==> src/sv/aarm_pkg.sv <==
// Shared types and elaboration-time constant helpers for the axis-angle
// rotation matrix block (CORDIC angle table, gain, pi in fixed point).
// No dependencies.
package aarm_pkg;

  localparam int FIELD_W  = 16;
  localparam int S_DATA_W = 4 * FIELD_W;
  localparam int M_DATA_W = 9 * FIELD_W;

  // pi * 2^60, truncated
  localparam logic [63:0] PI_Q60 = 64'h3243F6A8885A308D;

  // Unit axis, Q1.14 components
  typedef struct packed {
    logic signed [FIELD_W-1:0] x;
    logic signed [FIELD_W-1:0] y;
    logic signed [FIELD_W-1:0] z;
  } axis_t;

  // Data that rides along the CORDIC chain
  typedef struct packed {
    axis_t axis;
    logic  flip;
  } pass_t;

  // Nine matrix entries, Q1.14 saturated
  typedef struct packed {
    logic signed [FIELD_W-1:0] c0r0;
    logic signed [FIELD_W-1:0] c0r1;
    logic signed [FIELD_W-1:0] c0r2;
    logic signed [FIELD_W-1:0] c1r0;
    logic signed [FIELD_W-1:0] c1r1;
    logic signed [FIELD_W-1:0] c1r2;
    logic signed [FIELD_W-1:0] c2r0;
    logic signed [FIELD_W-1:0] c2r1;
    logic signed [FIELD_W-1:0] c2r2;
  } result_t;

  // Restoring shift-subtract quotient, elaboration only (d < 2^63)
  function automatic logic [63:0] udiv64(input logic [63:0] n, input logic [63:0] d);
    logic [63:0] q;
    logic [63:0] r;
    q = '0;
    r = '0;
    for (int b = 63; b >= 0; b--) begin
      r = {r[62:0], n[b]};
      if (r >= d) begin
        r = r - d;
        q[b] = 1'b1;
      end
    end
    return q;
  endfunction

  // Integer square root, digit by digit
  function automatic logic [63:0] isqrt64(input logic [63:0] v);
    logic [63:0] n;
    logic [63:0] r;
    logic [63:0] b;
    n = v;
    r = '0;
    b = 64'd1 << 62;
    while (b > n) b = b >> 2;
    while (b != 64'd0) begin
      if (n >= r + b) begin
        n = n - (r + b);
        r = (r >> 1) + b;
      end else begin
        r = r >> 1;
      end
      b = b >> 2;
    end
    return r;
  endfunction

  // atan(2^-i) in Q60: pi/4 for i = 0, else alternating Taylor series
  function automatic logic [63:0] atan_q60(input int i);
    logic [63:0] sum;
    logic [63:0] term;
    int          e;
    sum = '0;
    if (i == 0) return PI_Q60 >> 2;
    for (int k = 0; k < 32; k++) begin
      e = i * (2 * k + 1);
      if (e <= 60) begin
        term = udiv64(64'd1 << (60 - e), 64'(2 * k + 1));
        if (k % 2 == 1) sum = sum - term;
        else sum = sum + term;
      end
    end
    return sum;
  endfunction

  // Round a Q60 value to Q.frac
  function automatic logic [63:0] to_frac(input logic [63:0] q60, input int frac);
    return (q60 + (64'd1 << (59 - frac))) >> (60 - frac);
  endfunction

  // Start value of x: reciprocal of the accumulated CORDIC gain, Q.frac
  function automatic logic [63:0] cordic_gain(input int stages, input int frac);
    logic [63:0] p;
    logic [63:0] s;
    p = 64'd1 << 62;
    for (int i = 0; i < stages; i++) begin
      if (2 * i < 64) p = p + (p >> (2 * i));
    end
    s = isqrt64(p);
    return udiv64((64'd1 << (frac + 31)) + (s >> 1), s);
  endfunction

endpackage

==> src/sv/aarm_cordic_cell.sv <==
// One CORDIC micro-rotation stage: shift-add on x/y, angle update on z.
// Depends on aarm_pkg (pass_t).
module aarm_cordic_cell #(
  parameter int                     XW    = 17,
  parameter int                     ZW    = 18,
  parameter int                     SHIFT = 0,
  parameter logic signed [ZW-1:0]   ATAN  = '0
) (
  input  logic                 clk_i,
  input  logic                 rst_ni,
  input  logic                 valid_i,
  output logic                 ready_o,
  input  logic signed [XW-1:0] x_i,
  input  logic signed [XW-1:0] y_i,
  input  logic signed [ZW-1:0] z_i,
  input  aarm_pkg::pass_t      pass_i,
  output logic                 valid_o,
  input  logic                 ready_i,
  output logic signed [XW-1:0] x_o,
  output logic signed [XW-1:0] y_o,
  output logic signed [ZW-1:0] z_o,
  output aarm_pkg::pass_t      pass_o
);
  import aarm_pkg::*;

  logic                 vld_q;
  logic signed [XW-1:0] x_q, x_d, y_q, y_d, xs, ys;
  logic signed [ZW-1:0] z_q, z_d;
  pass_t                pass_q;

  // rotate toward z = 0
  always_comb begin
    xs = x_i >>> SHIFT;
    ys = y_i >>> SHIFT;
    if (!z_i[ZW-1]) begin
      x_d = x_i - ys;
      y_d = y_i + xs;
      z_d = z_i - ATAN;
    end else begin
      x_d = x_i + ys;
      y_d = y_i - xs;
      z_d = z_i + ATAN;
    end
  end

  assign ready_o = !vld_q || ready_i;

  always_ff @(posedge clk_i or negedge rst_ni) begin
    if (!rst_ni) begin
      vld_q <= 1'b0;
    end else if (ready_o) begin
      vld_q <= valid_i;
    end
  end

  always_ff @(posedge clk_i) begin
    if (ready_o && valid_i) begin
      x_q    <= x_d;
      y_q    <= y_d;
      z_q    <= z_d;
      pass_q <= pass_i;
    end
  end

  assign valid_o = vld_q;
  assign x_o     = x_q;
  assign y_o     = y_q;
  assign z_o     = z_q;
  assign pass_o  = pass_q;

endmodule

==> config.mk <==
export PLATFORM = sky130hd
export DESIGN_NAME = aarm_cordic_cell
export DESIGN_NICKNAME = d
export VERILOG_FILES = /design/src/sv/aarm_pkg.sv /design/src/sv/aarm_cordic_cell.sv
export SDC_FILE = /design/constraint.sdc
export NUM_CORES = 1
export LEC_CHECK = 0
export BUFFER_PORTS_ARGS = -buffer_cell sky130_fd_sc_hd__clkbuf_2
export CAP_MARGIN = 20
export CORE_ASPECT_RATIO = 0.6
export CORE_UTILIZATION = 50
export CTS_CLUSTER_DIAMETER = 200
export DETAILED_ROUTE_END_ITERATION = 8
export PLACE_DENSITY = 0.91
export SKIP_LAST_GASP = 1
export SYNTH_ARGS = -nofsm -noshare
export SYNTH_HDL_FRONTEND = slang
export SYNTH_SLANG_ARGS = --single-unit
==> constraint.sdc <==
create_clock -name clk_i -period 4.55 [get_ports clk_i]
set_clock_uncertainty 0.1 [all_clocks]
set_input_delay 1.365 -clock clk_i [delete_from_list [all_inputs] [get_ports clk_i]]
set_output_delay 1.365 -clock clk_i [all_outputs]
set_load 0.1 [all_outputs]
# After elaboration in Yosys (flattened, before gate mapping)

Index checks and enable logic that the tools add are counted.
W data, S select, Z words.

Reductions and logical operators: 3
Muxes and demuxes: 2
$add $sub $neg: 3

Operator list:

| cell                | number |
|---|---|
| $mux W17            | 2 |
| $sub A17 B17 Y17    | 2 |
| $add A17 B17 Y17    | 1 |
| $logic_and A1 B1 Y1 | 1 |
| $logic_not A1 Y1    | 1 |
| $logic_or A1 B1 Y1  | 1 |

Register bits: 102
Input bits: 105

# Logic depth before layout (Yosys ltp)

Gate-level depths: netlist of run 1.

Word-level depth: 3
Depth in mapped cells: 10
Gate-level depth less buffers: 10

# Worst setup path before layout of run 1

Ideal clock, no wire load.

Path type: input -> register
From: input ready_i
To: register pass_q (netlist bit pass_o[0]) (enable)
Required time: 3.981 ns
Arrival time: 4.598 ns
Slack: -0.617 ns
Buffers on the path: 0
Stages: 2
Cells stage by stage: nand2b_1 -> and2_1

Longest elaborated chain between the ends: 2

Ends and longest elaborated chain:

| item                 | RTL line               | RTL |
|---|---|---|
| from (decl)          | aarm_cordic_cell.sv:18 | `input logic ready_i,` |
| $logic_or A1 B1 Y1   | aarm_cordic_cell.sv:46 | `assign ready_o = !vld_q \|\| ready_i;` |
| $logic_and A1 B1 Y1  | aarm_cordic_cell.sv:57 | `if (ready_o && valid_i) begin` |
| to (signal assigned) | aarm_cordic_cell.sv:61 | `pass_q <= pass_i;` |
| to (decl)            | aarm_cordic_cell.sv:29 | `pass_t pass_q;` |

Every way passes these cells.
A chain may end at the register's enable or synchronous reset.

# Worst setup path after layout of run 1

From: input x_i[3]
To: register y_q[16], in the netlist y_o[16] (data pin)

Longest elaborated chain between the ends: 2
Elaborated cells on any way between the ends: 3
Those cells by class: 2 x add/sub; 1 x mux

Ends and longest elaborated chain:

| item                                                        | RTL line                                       | RTL |
|---|---|---|
| from (decl)                                                 | aarm_cordic_cell.sv:13                         | `input logic signed [XW-1:0] x_i,` |
| $add A17 B17 Y17 / $sub A17 B17 Y17 (equally long branches) | aarm_cordic_cell.sv:37, aarm_cordic_cell.sv:41 |  |
| $mux W17 (*)                                                | aarm_cordic_cell.sv:35                         | `if (!z_i[ZW-1]) begin` |
| via y_d[16]                                                 | aarm_cordic_cell.sv:27                         | `logic signed [XW-1:0] x_q, x_d, y_q, y_d, xs, ys;` |
| to (signal assigned)                                        | aarm_cordic_cell.sv:59                         | `y_q <= y_d;` |
| to (decl)                                                   | aarm_cordic_cell.sv:27                         |  |

Mark *: on every way through the listed nets, which the timed path passes. The rest lies on a longest branch.

==> results.toml, run 1 <==
[clock_network]
cts_max_level = 3
cts.path.max_buffers = 2
cts_tree = "yes"
post_cts_buffers = 0
cts_sinks = 101
clkTransAtPathRegs_ns = 0.07
ctsResizeCount = 0
cts-root-buf = "clkbuf_16"
ctsHoldBuffers = 0
numCtsBuffers = 9
insertion_delay_ns = 0.33

[floorplanning]
placementRows = 29
core_area_um2 = 10800
start_util_pct = 52.5
die-area_um2 = 11800
fp.dieH_um = 84.4
ios = 208
die_w_um = 139

[routing]
drtIter0Drc = 559
vias_per_cell = 5.56
drc = 2
vias = 4503
wl_um = 15000
ant_nets = 0
drtPass1Iterations = 8
wire_per_inst_um = 18.5

[timing]
max_freq_ghz = 0.274
hold-worst-slack_ns = 0.491
slew_viol_final = 0
maxSlewHeadroom_pct = 58.9
worst_pin_slew_ns = 0.611
fin_crit_sh_pct = 80.3
period_minus_slack_ns = 3.65
finalSetupTns_ns = 0
finalHoldViolations = 0
setup_violations = 0
rsz0062_at_grt = "false"

[place]
placedCellCount = 794
dp_hpwl_um = 11900
gp_congestion = 1.01
port_buffers = 207

[yosys]
async_reset_ff_share_pct = 0.990
synth_ff_type = "edfxtp_1"
synth_edf_count = 100
ys_ff_latch = 101
ys_types = 63
syn-num-nets = 625
ys_seq_area_share_pct = 53.6
syn_inst = 463
synth_warnings = 0
syn_area_um2 = 5650
syn_area_per_cell_um2 = 12.2

[finish]
syn_to_final_growth_pct = 24.6
n_fill_cell = 811
final_cell_count_no_fill = 810
layout.nets = 828
final_cell_mix = "207 x clkbuf_2, 100 x edfxtp_1, 54 x ha_1"
final_common_cell = "clkbuf_2"
diodes = 0
layout-drive-gt1-share_pct = 36.2

[global_route]
antenna_found_initial = 0
grt_pass1_vias = 4287
track_usage_pct = 25.7
grt_max_degree = 101
grt_pass1_wl_um = 23100
global_route.overflow_total = 0

[power_and_ir_drop]
p_leak_uw = 0.00318
finalPower_uw = 2860
vdd_ir_drop_max_mv = 0.211
p_per_area_nw_per_um2 = 406

[critical_path]
crit_arrival_ns = 3.63
crit_path_end_kind = "flip-flop"
crit_type = "primary input to flip-flop"
worstPathRequired_ns = 4.53
cp_max_fo = 13
start_kind = "primary input"

[status]
status = "finished with violations"
violations = "DRC"

[hold_path]
worstHoldPathType = "flip-flop to flip-flop"

[job]
cap_violations = 0
[registers in the layout, summed over array words and instances, names as in the netlist]
signal / cells
valid_o: 1
pass_o: 49
z_o: 18
x_o: 17
y_o: 16
[per-layer routing]
layer | track usage [%] | part of all wire [%] | vias to the layer above
met3 | 6.90 | 11 | 27
li1 | - | - | 2088
met2 | 39.7 | 45 | 251
met5 | 0 | 0 | -
met4 | 8.38 | 1.9 | 0
met1 | 35.4 | 42 | 2137
[path summary, 6_finish.rpt]
check	startpoint	to	slack, ns	depth (start not counted)
hold reg to reg	valid_o$_DFFE_PN0N_	valid_o$_DFFE_PN0N_	0.49	2
min in group asynchronous	rst_ni	valid_o$_DFFE_PN0N_	0.69	1
max in group asynchronous	rst_ni	valid_o$_DFFE_PN0N_	3.57	1
setup / recovery	x_i[3]	y_o[16]$_DFFE_PP_	0.90	10
setup reg to reg	valid_o$_DFFE_PN0N_	pass_o[26]$_DFFE_PP_	2.95	3
hold / removal	valid_o$_DFFE_PN0N_	valid_o$_DFFE_PN0N_	0.49	2
[where the power goes]
| group | switching [µW] | internal (µW) |
|---|---|---|
| registers | 20.4 | 1120 |
| logic | 780 | 208 |
| clock network | 347 | 384 |
[area by class of cell]
| class | instances | area (µm²) | area share (%) |
|---|---|---|---|
| Clock buffer | 9 | 225 | 3.20 |
| Clock inverter | 7 | 66.3 | 0.941 |
| Inverter | 50 | 188 | 2.66 |
| Multi-Input combinational cell | 292 | 2280 | 32.3 |
| Sequential cell | 101 | 3030 | 43.0 |
| Tap cell | 139 | 174 | 2.47 |
| Timing Repair Buffer | 212 | 1090 | 15.4 |
[cell usage after synthesis (6+ instances only)]
library cell,n,area share (%)
nor2_1,19,1.3
inv_1,49,3.3
nor2b_1,8,0.89
xnor2_1,22,3.4
ha_1,54,12
o211ai_1,7,0.93
edfxtp_1,100,53
xor2_1,9,1.4
o21ai_0,26,2.3
nand3_1,6,0.53
nand2_1,13,0.86
nor3_1,10,0.89
a21oi_1,38,3.4
[cells by family after synthesis]
logic type | after synthesis | share of synthesized area, %
AOI/OAI and AO/OA | 124 | 15.0
adders and majority gates | 57 | 13.0
muxes | 3 | 0.531
xor gates and xnor gates | 31 | 4.80
and+or+nand+nor | 77 | 6.90
DFF | 101 | 53.6
buffers and inverters | 70 | 6.20
[critical path: stages]
cell	delay, ns
clkbuf_2	0.10
inv_1	0.06
ha_1	0.58
inv_1	0.11
a221oi_2	0.49
o41ai_2	0.18
a211oi_2	0.31
o21ai_1	0.15
a21boi_1	0.19
xor2_1	0.09
[stage by stage]
step                worst slack (ns)  util, %  instance area (µm²)
floorplan                      0.442        -                 5660
global placement               0.692     62.7                 6750
detailed placement             0.551     62.7                 6750
CTS                            0.910     65.4                 7050
global route                   0.670     65.4                 7050
finish                         0.898     65.4                 7050
Power figures use the tool's default switching activity.
==> run 2, diff against run 1 <==
Settings changed: CORE_UTILIZATION 50 to 45, PLACE_DENSITY 0.91 to 0.87.
Clock period 4.55 ns to 3.2 ns, I/O delays scaled along.
==> results.toml, run 2 (synthesized netlist as in run 1, its figures left out) <==
[status]
status = "finished clean"

[finish]
diodes = 0
final_common_cell = "clkbuf_2"
largest_register_ff_count = 49
layout-drive-gt1-share_pct = 41.5
final_cell_mix = "207 x clkbuf_2, 100 x edfxtp_1, 62 x buf_4"
layout.nets = 886
fin_area_um2 = 7500
fin_util_pct = 61.8
syn_to_final_growth_pct = 32.6

[critical_path]
cp_slowest_stage_delay_ns = 0.35
crit_buf_inv = 3
cp_max_fo = 5
crit_cells = 11
cpLargestDelayFamily = "compound AO/OA/AOI/OAI gates"
worstPathRequired_ns = 3.20
r2r_start = "valid_o$_DFFE_PN0N_"
path_cells = "clkbuf_2, inv_1, ha_1, buf_4, nor2_1, o311ai_2, nand3_1, a221oi_2, o31a_1, o22a_2, xnor2_1"
crit_path_end_kind = "flip-flop"
worst_r2r_path_depth = 3
start_kind = "primary input"
crit_type = "primary input to flip-flop"
rrSetupSlack_ns = 1.64
slowest_stage = "ha_1"
crit_arrival_ns = 3.14
r2r-end = "x_o[8]$_DFFE_PP_"

[floorplanning]
ios = 208
placementRows = 31
die-area_um2 = 13000
core_area_um2 = 12100
fp.dieH_um = 88.8
start_util_pct = 46.6
die_w_um = 147

[global_route]
global_route.overflow_total = 0
track_usage_pct = 23.2
grt_max_degree = 64
grt_pass1_wl_um = 23200
antenna_found_initial = 0
grt_pass1_vias = 4319

[clock_network]
cts.path.max_buffers = 2
cts_tree = "yes"
cts_max_level = 3
clkTransAtPathRegs_ns = 0.06
numCtsBuffers = 9
insertion_delay_ns = 0.33
ctsResizeCount = 0
cts_sinks = 101
cts-root-buf = "clkbuf_16"
ctsHoldBuffers = 0
post_cts_buffers = 0

[routing]
drtIter0Drc = 363
wl_um = 15300
wire_per_inst_um = 17.2
drc = 0
vias = 4607
drtPass1Iterations = 5
vias_per_cell = 5.16
ant_nets = 0

[power_and_ir_drop]
p_leak_uw = 0.00345
vdd_ir_drop_max_mv = 0.277
p_per_area_nw_per_um2 = 544

[timing]
finalHoldViolations = 0
period_minus_slack_ns = 3.14
slew_viol_final = 0
rsz0062_at_grt = "true"
fin_crit_sh_pct = 98.1
maxSlewHeadroom_pct = 60.8
max_freq_ghz = 0.319
finalSetupTns_ns = 0
setup_violations = 0
worst_pin_slew_ns = 0.590

[place]
post_dp_cell_area_um2 = 7220
port_buffers = 207
dp_hpwl_um = 12600
gp_congestion = 0.935

[hold_path]
worstHoldPathType = "primary input to async pin"

[job]
cap_violations = 0
run 2: cell types whose count changed in the layout (fill, tap and decap cells not counted), sizes merged:
cell | before | now
inv | 53 | 50
clkinv | 3 | 5
buf | 5 | 63
run 2: how the worst max path moves through the flow:
stage | from | end
after CTS | x_i[0] | x_o[16]$_DFFE_PP_
after detailed placement | x_i[0] | x_o[16]$_DFFE_PP_
final | x_i[5] | x_o[13]$_DFFE_PP_
after floorplan | ready_i | pass_o[0]$_DFFE_PP_
after global placement | x_i[1] | x_o[13]$_DFFE_PP_
after global routing | x_i[0] | y_o[16]$_DFFE_PP_
run 2: layer usage:
layer	wire length, µm	GRT usage [%]	vias to the layer above
met5	0	0	-
met4	106	5.02	0
met3	1220	4.28	10
met2	7020	37.7	208
met1	6990	32.6	2189
li1	-	-	2200
run 2: area by class of cell:
cell class / instances / area, µm²
fill: 979 / 4640
sequential: 101 / 3030
multi-input combinational: 292 / 2290
timing repair buffer: 270 / 1520
clock buffer: 9 / 225
tap: 165 / 206
inverter: 50 / 188
clock inverter: 6 / 40.0
run 2: power by group:
group,switching [µW],internal (µW),total [µW]
Sequential,27.0,1590,1620
Combinational,1130,368,1490
Clock,445,522,967
run 2: through the flow:
step | setup slack (ns) | power, µW | hold WS, ns | instances
6_report | 0.0623 | 4080 | 0.293 | 893
5_1_grt | -0.00935 | 4230 | 0.276 | 893
4_1_cts | 0.0864 | 4080 | 0.283 | 893
3_5_place_dp | -0.250 | 3130 | 0.458 | 878
3_3_place_gp | -0.190 | 3110 | 0.434 | 878
2_1_floorplan | 0.0214 | 2760 | 0.564 | 463
